--- src/rtl/plcf_pkg.sv ---
// shared types and constants for the pitch layer crossfade block
`default_nettype none
package plcf_pkg;

  localparam int unsigned POINT_W      = 20;
  localparam int unsigned GAIN_W       = 16;
  localparam int unsigned RATIO_W      = 16;
  localparam int unsigned COUNT_W      = 3;
  localparam int unsigned PRESENT_W    = 2;
  localparam int unsigned CFG_IDX_W    = 3;
  localparam int unsigned CFG_DATA_W   = 20;
  localparam int unsigned NUM_POINTS   = 4;
  localparam int unsigned MAX_LAYERS_D = 4;

  localparam logic [GAIN_W-1:0] UNITY_GAIN = 16'h8000;
  localparam logic [31:0]       GAIN_RND   = 32'h0000_4000;

  // serial divider sizes: dividend covers the fade case (num * 2^15 + s)
  localparam int unsigned DIV_DVD_W = 38;
  localparam int unsigned DIV_DVS_W = 21;
  localparam int unsigned DIV_Q_W   = 17;

  typedef enum logic [CFG_IDX_W-1:0] {
    CFG_LAYER_COUNT   = 3'd0,
    CFG_POINT_ZERO    = 3'd1,
    CFG_POINT_ONE     = 3'd2,
    CFG_POINT_TWO     = 3'd3,
    CFG_POINT_THREE   = 3'd4,
    CFG_START_POINT   = 3'd5,
    CFG_STOP_POINT    = 3'd6,
    CFG_VOICE_PRESENT = 3'd7
  } cfg_idx_e;

  typedef enum logic [1:0] {
    VC_START = 2'd0,
    VC_LAYER = 2'd1,
    VC_STOP  = 2'd2
  } voice_class_e;

  typedef struct packed {
    logic               done;
    logic [DIV_Q_W-1:0] quot;
    logic               ovf;
  } div_res_t;

endpackage
`default_nettype wire

--- src/rtl/pitch_layer_crossfade_top.sv ---
// top level of the pitch layer crossfade block
// usage:
//  - input channel (in_valid_i / in_stall_o) takes one request: a pitch
//    update (kind 0, Q16.4) or a master gain update (kind 1, Q1.15)
//  - output channel (out_valid_o / out_stall_i) gives one result per
//    present voice in the order start voice, layers 0 upward, stop voice;
//    out_last_o marks the final result of a request, none if no voice
//  - configuration is a plain write port; it must be written only while idle (user's duty, not enforced)
//  - one request is worked at a time; in_stall_o is high from accept
//    until the last result is taken
//  - per voice on a pitch update: up to two serial divisions (fade, then
//    ratio) of 38 steps each in the shared bit-serial divider, plus
//    sequencing and the gain multiply; absent slots are skipped;
//    a gain update runs only the gain multiply per voice, no division
//  - the serial divider sets the pace: one quotient bit per cycle
//  - reset: config registers zero, master gain unity, all fades zero
//  - a stalled result holds in the output register until taken
`default_nettype none
module pitch_layer_crossfade_top #(
  parameter int unsigned MAX_LAYERS = plcf_pkg::MAX_LAYERS_D
) (
  input  wire logic                              clk_i,
  input  wire logic                              rst_ni,
  input  wire logic                              cfg_we_i,
  input  wire logic [plcf_pkg::CFG_IDX_W-1:0]    cfg_index_i,
  input  wire logic [plcf_pkg::CFG_DATA_W-1:0]   cfg_data_i,
  input  wire logic                              in_valid_i,
  output logic                                   in_stall_o,
  input  wire logic                              in_kind_i,
  input  wire logic [plcf_pkg::POINT_W-1:0]      in_value_i,
  output logic                                   out_valid_o,
  input  wire logic                              out_stall_i,
  output logic [1:0]                             out_voice_class_o,
  output logic [1:0]                             out_layer_index_o,
  output logic [plcf_pkg::GAIN_W-1:0]            out_voice_gain_o,
  output logic [plcf_pkg::RATIO_W-1:0]           out_pitch_ratio_o,
  output logic                                   out_ratio_valid_o,
  output logic                                   out_last_o
);

  localparam int unsigned PW    = plcf_pkg::POINT_W;
  localparam int unsigned GW    = plcf_pkg::GAIN_W;
  localparam int unsigned SLOTS = MAX_LAYERS + 2;
  localparam int unsigned SW    = $clog2(SLOTS);
  localparam int unsigned DW    = plcf_pkg::DIV_DVD_W;
  localparam int unsigned VW    = plcf_pkg::DIV_DVS_W;

  typedef enum logic [2:0] {
    ST_IDLE, ST_NEXT, ST_FDIV, ST_RCHK, ST_RDIV, ST_MUL, ST_OUT
  } state_e;

  state_e state_q;

  // configuration registers
  logic [plcf_pkg::COUNT_W-1:0]   count_q;
  logic [PW-1:0]                  points_q [plcf_pkg::NUM_POINTS];
  logic [PW-1:0]                  start_pt_q, stop_pt_q;
  logic [plcf_pkg::PRESENT_W-1:0] present_q;

  // voice state
  logic [GW-1:0] master_q;
  logic [GW-1:0] fade_q [SLOTS];

  // per request / per voice work registers
  logic                          kind_q;
  logic [PW-1:0]                 value_q;
  logic [SW-1:0]                 slot_q;
  logic [GW-1:0]                 fade_cur_q;
  logic                          valid_cur_q;
  logic                          lerp_q;
  logic [plcf_pkg::RATIO_W-1:0]  ratio_cur_q;

  // output register
  logic                          out_valid_q, out_last_q, out_rv_q;
  plcf_pkg::voice_class_e        out_class_q;
  logic [1:0]                    out_idx_q;
  logic [GW-1:0]                 out_gain_q;
  logic [plcf_pkg::RATIO_W-1:0]  out_ratio_q;

  // layer count clamped to what is built
  logic [2:0] n;
  assign n = (count_q > 3'(MAX_LAYERS)) ? 3'(MAX_LAYERS) : count_q;

  // which slots hold a present voice, and whether one follows this slot
  logic [SLOTS-1:0] pres;
  logic             more;
  always_comb begin
    more = 1'b0;
    for (int j = 0; j < SLOTS; j++) begin
      if (j == 0) pres[j] = present_q[0];
      else if (j == SLOTS - 1) pres[j] = present_q[1];
      else pres[j] = 3'(j - 1) < n;
      if (SW'(j) > slot_q && pres[j]) more = 1'b1;
    end
  end

  // first layer above the pitch
  logic [2:0] up;
  always_comb begin
    up = n;
    for (int i = plcf_pkg::NUM_POINTS - 1; i >= 0; i--) begin
      if (3'(i) < n && points_q[i] > value_q) up = 3'(i);
    end
  end

  // voice selected by the slot pointer
  logic [1:0]    li;
  logic          is_start, is_stop, is_layer;
  logic [PW-1:0] p_sel, pl, pu;
  assign li       = 2'(slot_q - SW'(1));
  assign is_start = slot_q == '0;
  assign is_stop  = slot_q == SW'(SLOTS - 1);
  assign is_layer = !is_start && !is_stop;
  assign p_sel    = is_start ? start_pt_q : (is_stop ? stop_pt_q : points_q[li]);
  assign pu       = points_q[up[1:0]];
  assign pl       = points_q[2'(up - 3'd1)];

  // edge fade terms
  logic [21:0] t3, s3, e_num;
  logic [22:0] t5;
  logic [23:0] t15;
  assign t3    = 22'(value_q) + 22'({value_q, 1'b0});
  assign t5    = 23'(value_q) + 23'({value_q, 2'b0});
  assign t15   = 24'({value_q, 4'b0}) - 24'(value_q);
  assign s3    = 22'(p_sel) + 22'({p_sel, 1'b0});
  assign e_num = 22'(t15 - 24'(s3));

  // crossfade terms
  logic [PW-1:0] l_den, l_num;

  // plan for the current voice
  logic          plan_div, plan_valid, plan_lerp;
  logic [GW-1:0] plan_fade;
  logic [DW-1:0] plan_dvd;
  logic [VW-1:0] plan_dvs;
  logic          is_edge;

  always_comb begin
    plan_div   = 1'b0;
    plan_valid = 1'b0;
    plan_lerp  = 1'b0;
    plan_fade  = '0;
    plan_dvd   = {1'b0, e_num, 15'b0} + DW'(p_sel);
    plan_dvs   = {p_sel, 1'b0};
    l_den      = pu - pl;
    l_num      = ({1'b0, li} == up - 3'd1) ? (pu - value_q) : (value_q - pl);
    is_edge    = !is_layer || (up == 3'd0 && li == 2'd0);
    if (is_edge) begin
      if (p_sel == '0) begin
        plan_fade = plcf_pkg::UNITY_GAIN;
      end else if (t3 > 22'(p_sel)) begin
        plan_fade  = plcf_pkg::UNITY_GAIN;
        plan_valid = 1'b1;
      end else if (t5 < 23'(p_sel)) begin
        plan_fade = '0;
      end else begin
        plan_div = 1'b1;
      end
    end else begin
      plan_fade = (p_sel != '0) ? '0 : plcf_pkg::UNITY_GAIN;
      if (up == n) begin
        if ({1'b0, li} == n - 3'd1) begin
          plan_fade  = plcf_pkg::UNITY_GAIN;
          plan_valid = p_sel != '0;
        end
      end else if (up != 3'd0) begin
        if ({1'b0, li} == up - 3'd1 || {1'b0, li} == up) begin
          if ({1'b0, li} == up - 3'd1 && pl == '0) begin
            plan_fade = plcf_pkg::UNITY_GAIN;
          end else begin
            plan_div  = 1'b1;
            plan_lerp = 1'b1;
            plan_dvd  = {3'b0, l_num, 15'b0} + DW'(l_den[PW-1:1]);
            plan_dvs  = {1'b0, l_den};
          end
        end
      end
    end
  end

  // shared serial divider
  logic               div_start;
  logic [DW-1:0]      div_dvd;
  logic [VW-1:0]      div_dvs;
  plcf_pkg::div_res_t div_res;

  always_comb begin
    div_start = 1'b0;
    div_dvd   = plan_dvd;
    div_dvs   = plan_dvs;
    if (state_q == ST_NEXT && pres[slot_q] && !kind_q && plan_div) begin
      div_start = 1'b1;
    end else if (state_q == ST_RCHK && valid_cur_q) begin
      div_start = 1'b1;
      div_dvd   = DW'({value_q, 8'b0}) + DW'(p_sel[PW-1:1]);
      div_dvs   = {1'b0, p_sel};
    end
  end

  plcf_div u_div (
    .clk_i      (clk_i),
    .rst_ni     (rst_ni),
    .start_i    (div_start),
    .dividend_i (div_dvd),
    .divisor_i  (div_dvs),
    .res_o      (div_res)
  );

  // gain multiply
  logic [GW-1:0] fade_sel;
  logic [31:0]   prod;
  assign fade_sel = kind_q ? fade_q[slot_q] : fade_cur_q;
  assign prod     = 32'(master_q) * 32'(fade_sel) + plcf_pkg::GAIN_RND;

  // configuration writes
  always_ff @(posedge clk_i or negedge rst_ni) begin
    if (!rst_ni) begin
      count_q    <= '0;
      start_pt_q <= '0;
      stop_pt_q  <= '0;
      present_q  <= '0;
      for (int i = 0; i < plcf_pkg::NUM_POINTS; i++) points_q[i] <= '0;
    end else if (cfg_we_i) begin
      unique case (plcf_pkg::cfg_idx_e'(cfg_index_i))
        plcf_pkg::CFG_LAYER_COUNT:   count_q     <= cfg_data_i[2:0];
        plcf_pkg::CFG_POINT_ZERO:    points_q[0] <= cfg_data_i;
        plcf_pkg::CFG_POINT_ONE:     points_q[1] <= cfg_data_i;
        plcf_pkg::CFG_POINT_TWO:     points_q[2] <= cfg_data_i;
        plcf_pkg::CFG_POINT_THREE:   points_q[3] <= cfg_data_i;
        plcf_pkg::CFG_START_POINT:   start_pt_q  <= cfg_data_i;
        plcf_pkg::CFG_STOP_POINT:    stop_pt_q   <= cfg_data_i;
        plcf_pkg::CFG_VOICE_PRESENT: present_q   <= cfg_data_i[1:0];
        default:                     count_q     <= count_q;
      endcase
    end
  end

  // sequencer: walks the voice slots, one voice at a time
  always_ff @(posedge clk_i or negedge rst_ni) begin
    if (!rst_ni) begin
      state_q     <= ST_IDLE;
      master_q    <= plcf_pkg::UNITY_GAIN;
      for (int i = 0; i < SLOTS; i++) fade_q[i] <= '0;
      kind_q      <= 1'b0;
      value_q     <= '0;
      slot_q      <= '0;
      fade_cur_q  <= '0;
      valid_cur_q <= 1'b0;
      lerp_q      <= 1'b0;
      ratio_cur_q <= '0;
      out_valid_q <= 1'b0;
      out_last_q  <= 1'b0;
      out_rv_q    <= 1'b0;
      out_class_q <= plcf_pkg::VC_START;
      out_idx_q   <= '0;
      out_gain_q  <= '0;
      out_ratio_q <= '0;
    end else begin
      unique case (state_q)
        ST_IDLE: begin
          if (in_valid_i) begin
            kind_q  <= in_kind_i;
            value_q <= in_value_i;
            slot_q  <= '0;
            if (in_kind_i) begin
              master_q <= (in_value_i > PW'(plcf_pkg::UNITY_GAIN))
                          ? plcf_pkg::UNITY_GAIN : GW'(in_value_i);
            end
            state_q <= ST_NEXT;
          end
        end
        ST_NEXT: begin
          if (!pres[slot_q]) begin
            if (is_stop) state_q <= ST_IDLE;
            else slot_q <= slot_q + SW'(1);
          end else if (kind_q) begin
            valid_cur_q <= 1'b0;
            ratio_cur_q <= '0;
            state_q     <= ST_MUL;
          end else begin
            fade_cur_q  <= plan_fade;
            valid_cur_q <= plan_valid;
            lerp_q      <= plan_lerp;
            ratio_cur_q <= '0;
            state_q     <= plan_div ? ST_FDIV : ST_RCHK;
          end
        end
        ST_FDIV: begin
          if (div_res.done) begin
            fade_cur_q  <= div_res.quot[GW-1:0];
            valid_cur_q <= lerp_q || div_res.quot[GW-1:0] != '0;
            state_q     <= ST_RCHK;
          end
        end
        ST_RCHK: begin
          state_q <= valid_cur_q ? ST_RDIV : ST_MUL;
        end
        ST_RDIV: begin
          if (div_res.done) begin
            // saturate the Q8.8 ratio
            ratio_cur_q <= (div_res.ovf || div_res.quot[plcf_pkg::DIV_Q_W-1])
                           ? '1 : div_res.quot[plcf_pkg::RATIO_W-1:0];
            state_q     <= ST_MUL;
          end
        end
        ST_MUL: begin
          if (!kind_q) fade_q[slot_q] <= fade_cur_q;
          out_valid_q <= 1'b1;
          out_last_q  <= !more;
          out_rv_q    <= valid_cur_q;
          out_ratio_q <= ratio_cur_q;
          out_gain_q  <= prod[30:15];
          out_class_q <= is_start ? plcf_pkg::VC_START
                         : (is_stop ? plcf_pkg::VC_STOP : plcf_pkg::VC_LAYER);
          out_idx_q   <= is_layer ? li : 2'd0;
          state_q     <= ST_OUT;
        end
        ST_OUT: begin
          if (!out_stall_i) begin
            out_valid_q <= 1'b0;
            if (out_last_q) begin
              state_q <= ST_IDLE;
            end else begin
              slot_q  <= slot_q + SW'(1);
              state_q <= ST_NEXT;
            end
          end
        end
        default: state_q <= ST_IDLE;
      endcase
    end
  end

  assign in_stall_o        = state_q != ST_IDLE;
  assign out_valid_o       = out_valid_q;
  assign out_voice_class_o = out_class_q;
  assign out_layer_index_o = out_idx_q;
  assign out_voice_gain_o  = out_gain_q;
  assign out_pitch_ratio_o = out_ratio_q;
  assign out_ratio_valid_o = out_rv_q;
  assign out_last_o        = out_last_q;

endmodule
`default_nettype wire

--- src/rtl/plcf_div.sv ---
// bit-serial restoring divider, one quotient bit per cycle
`default_nettype none
module plcf_div (
  input  wire logic                             clk_i,
  input  wire logic                             rst_ni,
  input  wire logic                             start_i,
  input  wire logic [plcf_pkg::DIV_DVD_W-1:0]   dividend_i,
  input  wire logic [plcf_pkg::DIV_DVS_W-1:0]   divisor_i,
  output plcf_pkg::div_res_t                    res_o
);

  localparam int unsigned DW = plcf_pkg::DIV_DVD_W;
  localparam int unsigned SW = plcf_pkg::DIV_DVS_W;
  localparam int unsigned QW = plcf_pkg::DIV_Q_W;
  localparam int unsigned CW = $clog2(DW + 1);

  logic          busy_q, done_q, ovf_q;
  logic [CW-1:0] cnt_q;
  logic [DW-1:0] dvd_q;
  logic [SW-1:0] dvs_q, rem_q;
  logic [QW-1:0] quo_q;
  logic [SW:0]   rem_sh;
  logic          ge;

  assign rem_sh = {rem_q, dvd_q[DW-1]};
  assign ge     = rem_sh >= {1'b0, dvs_q};

  always_ff @(posedge clk_i or negedge rst_ni) begin
    if (!rst_ni) begin
      busy_q <= 1'b0;
      done_q <= 1'b0;
      ovf_q  <= 1'b0;
      cnt_q  <= '0;
      dvd_q  <= '0;
      dvs_q  <= '0;
      rem_q  <= '0;
      quo_q  <= '0;
    end else begin
      done_q <= 1'b0;
      if (start_i) begin
        busy_q <= 1'b1;
        ovf_q  <= 1'b0;
        cnt_q  <= CW'(DW);
        dvd_q  <= dividend_i;
        dvs_q  <= divisor_i;
        rem_q  <= '0;
        quo_q  <= '0;
      end else if (busy_q) begin
        rem_q <= ge ? SW'(rem_sh - {1'b0, dvs_q}) : SW'(rem_sh);
        dvd_q <= {dvd_q[DW-2:0], 1'b0};
        quo_q <= {quo_q[QW-2:0], ge};
        ovf_q <= ovf_q | quo_q[QW-1];
        cnt_q <= cnt_q - CW'(1);
        if (cnt_q == CW'(1)) begin
          busy_q <= 1'b0;
          done_q <= 1'b1;
        end
      end
    end
  end

  assign res_o.done = done_q;
  assign res_o.quot = quo_q;
  assign res_o.ovf  = ovf_q;

endmodule
`default_nettype wire

--- config.mk ---
export PLATFORM = sky130hd
export DESIGN_NAME = pitch_layer_crossfade_top
export DESIGN_NICKNAME = d
export VERILOG_FILES = /design/src/rtl/plcf_pkg.sv /design/src/rtl/pitch_layer_crossfade_top.sv /design/src/rtl/plcf_div.sv
export SDC_FILE = /design/constraint.sdc
export NUM_CORES = 2
export LEC_CHECK = 0
export ABC_AREA = 0
export ABC_CLOCK_PERIOD_IN_PS = 30000
export BUFFER_PORTS_ARGS = -buffer_cell sky130_fd_sc_hd__buf_2
export CORE_MARGIN = 10
export CORE_UTILIZATION = 58
export DETAILED_ROUTE_END_ITERATION = 8
export PLACE_DENSITY = 0.75
export SLEW_MARGIN = 20
export SYNTH_ARGS = -nofsm -noshare
export SYNTH_HDL_FRONTEND = slang
export SYNTH_HIERARCHICAL = 1
export SYNTH_SLANG_ARGS = --single-unit
--- constraint.sdc ---
create_clock -name clk_i -period 30 [get_ports clk_i]
set_input_delay 6 -clock clk_i [delete_from_list [all_inputs] [get_ports clk_i]]
set_output_delay 6 -clock clk_i [all_outputs]
set_load 0.05 [all_outputs]
==> impl_results.md <==
- Sequential share of the synthesized area: 0.266
- Antenna violations before repair: 6
- Number of flops mapped to enable cells by yosys: 0
- TritonCTS clock tree: yes
- Die width: about 290 um
- Worst r2r src: value_q[1]$_DFFE_PN0P_
- Root Buffer: clkbuf_16
- Slew Limit Fails: 0
- Post-CTS Hold Buffers: 0
- Total CTS buffers: 50
- Met3 Routed Length: between 8000 and 9000 um
- CP arrival: around 13 ns
- CORE AREA: between 70,000 and 80,000 um2
- Clk pin slew, worst setup/hold paths: ~0.070 ns
- Mapped Area: 41,700 um2
- Resized cells post-CTS: 0
- Largest net degree at the start of global routing: roughly 110
- Ys Warns: 6
- DRC viols: 0
- Buffers and inverters on the worst path: 6
- Clock sinks: approximately 440
- Worst path max stage delay: around 1.1 ns
- Hold Crit Class: flip-flop to flip-flop
- Slew margin rel.: 0.196
- Post-synthesis async set-or-reset flop share: 1.00
- Required @ worst endpoint: about 30 ns
- Vias in the first global route: roughly 34,000
- Drt wl/cell: 22.1 um
- # diodes: 0
- Share of the synthesized area in the top cell type: 0.265
- Tcrit/Tclk final: 0.435
- Congestion Overflow GR: 0
- Vias after detailed routing: 33,900
- First-pass GRT wire length: 192,000 um
- Crit path from: value_q[1]$_DFFE_PN0P_
- Status: complete, no violations
- Detailed Route WL: between 100,000 and 150,000 um
- Final setup viols: 0
- Site row count: 98
- Initial drt markers: roughly 2,900
- NumNets Final: 5,169
- Critical path's slowest cell: ha_1
- Synth-to-Final Area Change: 7.27%
- Critical path's top delay family: compound AO/OA/AOI/OAI gates
- Met2 WL post-DR: roughly 58,000 um
- Post-synth top area cell: dfrtp_1
- Initial core utilization: 0.584
- WS Path Type: flip-flop to flip-flop
- Dpl hpwl: ~93,000 um
- Routed Antenna Nets: 0
- Clock latency on the worst-skew pair: 0.62 ns
- Die height: slightly below 300 um
- Setup TNS: 0 ns
- Startpoint class of the critical path: flip-flop
- Share of cells above drive strength 1: 0.133
- Cell variety after synth: 120
- Reg-to-reg slack, setup: about 17 ns
- Synth Flop Type: dfrtp_1
- WP depth: 47
- Crit Path Max Fanout: 26
- Worst Tran Pin Value: about 1.2 ns
- Io pins: 89
- Vias/cell: between 6 and 7
- Pre-CTS setup slack: approximately 17 ns
- DR pass1 iterations: 6
- Most used cell, CP: a21oi_1
- Number of I/O port buffers: roughly 90
- Top Layer Used: met5
- #FFs+latches synth: 443
- Worst-case clock buffer depth: 3
- RSZ-0062 raised after global routing: no
- Die area: slightly above 80,000 um2
- RR Endpoint: u_div/dvd_q[33]$_DFFE_PN0P_
- Final Skew: roughly 0.030 ns
- Setup bufs post-CTS: 0
- Ranking of synthesized cells by area: dfrtp_1 (27%), ha_1 (12%), fa_1 (11%)
- H-Tree Depth: 2
- Syn Inst Count: 4,506
- Gpl congestion: just under 1
- Mapped Nets: between 5,000 and 6,000
- Highest Clock Rate: ~77 MHz
- CP endpoint: u_div/dvd_q[33]$_DFFE_PN0P_
- Fin. Hold Viols: 0
- Reg2Reg Depth: 47
- GRT Util Overall: 0.291
- Average instance area after synthesis: ~9 um2
- Worst Setup Slack, final: 16.95 ns
- Met1 Wirelength: between 40,000 and 50,000 um
- CP Capture Type: flip-flop
- Max-cap violations: 0
- Min cycle time layout: between 10 and 15 ns
## flip-flops by register name (all words and copies together), names as in the netlist, 16 cells and up
| register | flops |
|---|---|
| master_q | 16 |
| u_div/dvd_q | 38 |
| fade_cur_q | 16 |
| out_voice_gain_o | 16 |
| out_pitch_ratio_o | 16 |
| fade_q | 96 |
| ratio_cur_q | 16 |
| start_pt_q | 20 |
| value_q | 20 |
| stop_pt_q | 20 |
| points_q | 80 |
| u_div/quo_q | 17 |
| u_div/dvs_q | 21 |
| u_div/rem_q | 21 |
## worst min-delay path: cells and delay by family, from the launching register on
kind	cells	cell delay, ns
AOI/OAI and AO/OA	1	0.05
DFF	1	0.34
and+or+nand+nor	1	0.05
## cell usage after synthesis (all sizes together) (7+ instances only)
cell	count
and3	40
or3	24
mux2i	93
and2	68
dfrtp	442
clkbuf	169
and4	9
inv	425
nor3	90
a211oi	46
buf	32
nand2b	41
nor4	20
or2	8
a31oi	34
o22a	7
o21ai	266
o21bai	41
o211a	7
nand4	36
nand3	86
nor3b	8
o2111ai	10
xor2	51
a22o	16
xnor2	133
o21a	33
mux4	31
mux2	263
nand2	529
nand3b	9
a21oi	259
o211ai	25
ha	387
nor2	224
a21boi	18
nor2b	73
o31ai	24
fa	237
a21o	56
a221oi	29
## cells in the final DEF, fill, tap and decap left out, types with 43 or more instances in the layout
cell       Yosys  routed
o21ai_0      251     251
mux2_2       263     263
and2_1        68      68
mux2i_1       93      93
xnor2_1      133     133
nor2b_1       72      71
fa_1         237     237
clkbuf_16      0      50
a211oi_1      43      43
nor3_1        88      86
xor2_1        51      51
a21oi_1      256     256
nor2_1       221     221
ha_1         387     387
buf_2         10      87
dfrtp_1      442     439
inv_1        424     424
buf_4          2      49
nand2_1      528     527
a21o_1        56      56
nand3_1       83      81
## routing by layer
metal	vias to the layer above	track usage
met2	1183	0.490
met3	293	0.0460
met4	10	0.120
li1	15600	-
met5	-	0
met1	16800	0.371
## metrics by stage
| step | area, um2 | hold WS, ns | cells | utilization |
|---|---|---|---|---|
| 2_1_floorplan | 41700 | 0.446 | 4506 | - |
| 3_3_place_gp | 43000 | 0.460 | 5394 | 0.602 |
| 3_5_place_dp | 43000 | 0.462 | 5394 | 0.602 |
| 4_1_cts | 44700 | 0.475 | 5484 | 0.626 |
| 5_1_grt | 44700 | 0.495 | 5484 | 0.627 |
| 6_report | 44700 | 0.471 | 5484 | 0.627 |
## kinds of logic after synthesis
kind of cell | count (synthesis) | share of synthesized area
simple gates | 1288 | 0.148
compound gates | 946 | 0.148
fa+ha+maj | 629 | 0.231
buf+inv | 628 | 0.0576
flops | 443 | 0.266
mux | 387 | 0.110
xor+xnor | 185 | 0.0392
## final cells by class
type / instances / area (um2)
Inverter: 427 / 1600
Clock inverter: 28 / 345
Fill cell: 6117 / 26600
Multi-Input combinational cell: 3435 / 28300
Timing Repair Buffer: 139 / 841
Tap cell: 950 / 1190
Sequential cell: 443 / 11100
Clock buffer: 62 / 1390
## worst min path at each step
stage                                           startpoint                               end  depth (start not counted)
after floorplan                ratio_cur_q[11]$_DFFE_PN0P_       ratio_cur_q[11]$_DFFE_PN0P_                          2
after global placement    out_layer_index_o[0]$_DFFE_PN0P_  out_layer_index_o[0]$_DFFE_PN0P_                          2
after detailed placement  out_layer_index_o[1]$_DFFE_PN0P_  out_layer_index_o[1]$_DFFE_PN0P_                          2
after CTS                 out_layer_index_o[1]$_DFFE_PN0P_  out_layer_index_o[1]$_DFFE_PN0P_                          2
after global routing       out_voice_gain_o[6]$_DFFE_PN0P_   out_voice_gain_o[6]$_DFFE_PN0P_                          2
final                     out_layer_index_o[1]$_DFFE_PN0P_  out_layer_index_o[1]$_DFFE_PN0P_                          2
Power is left out: the tool's default activity adds up to more than one toggle a clock period on the data nets, which glitch-free logic cannot reach.
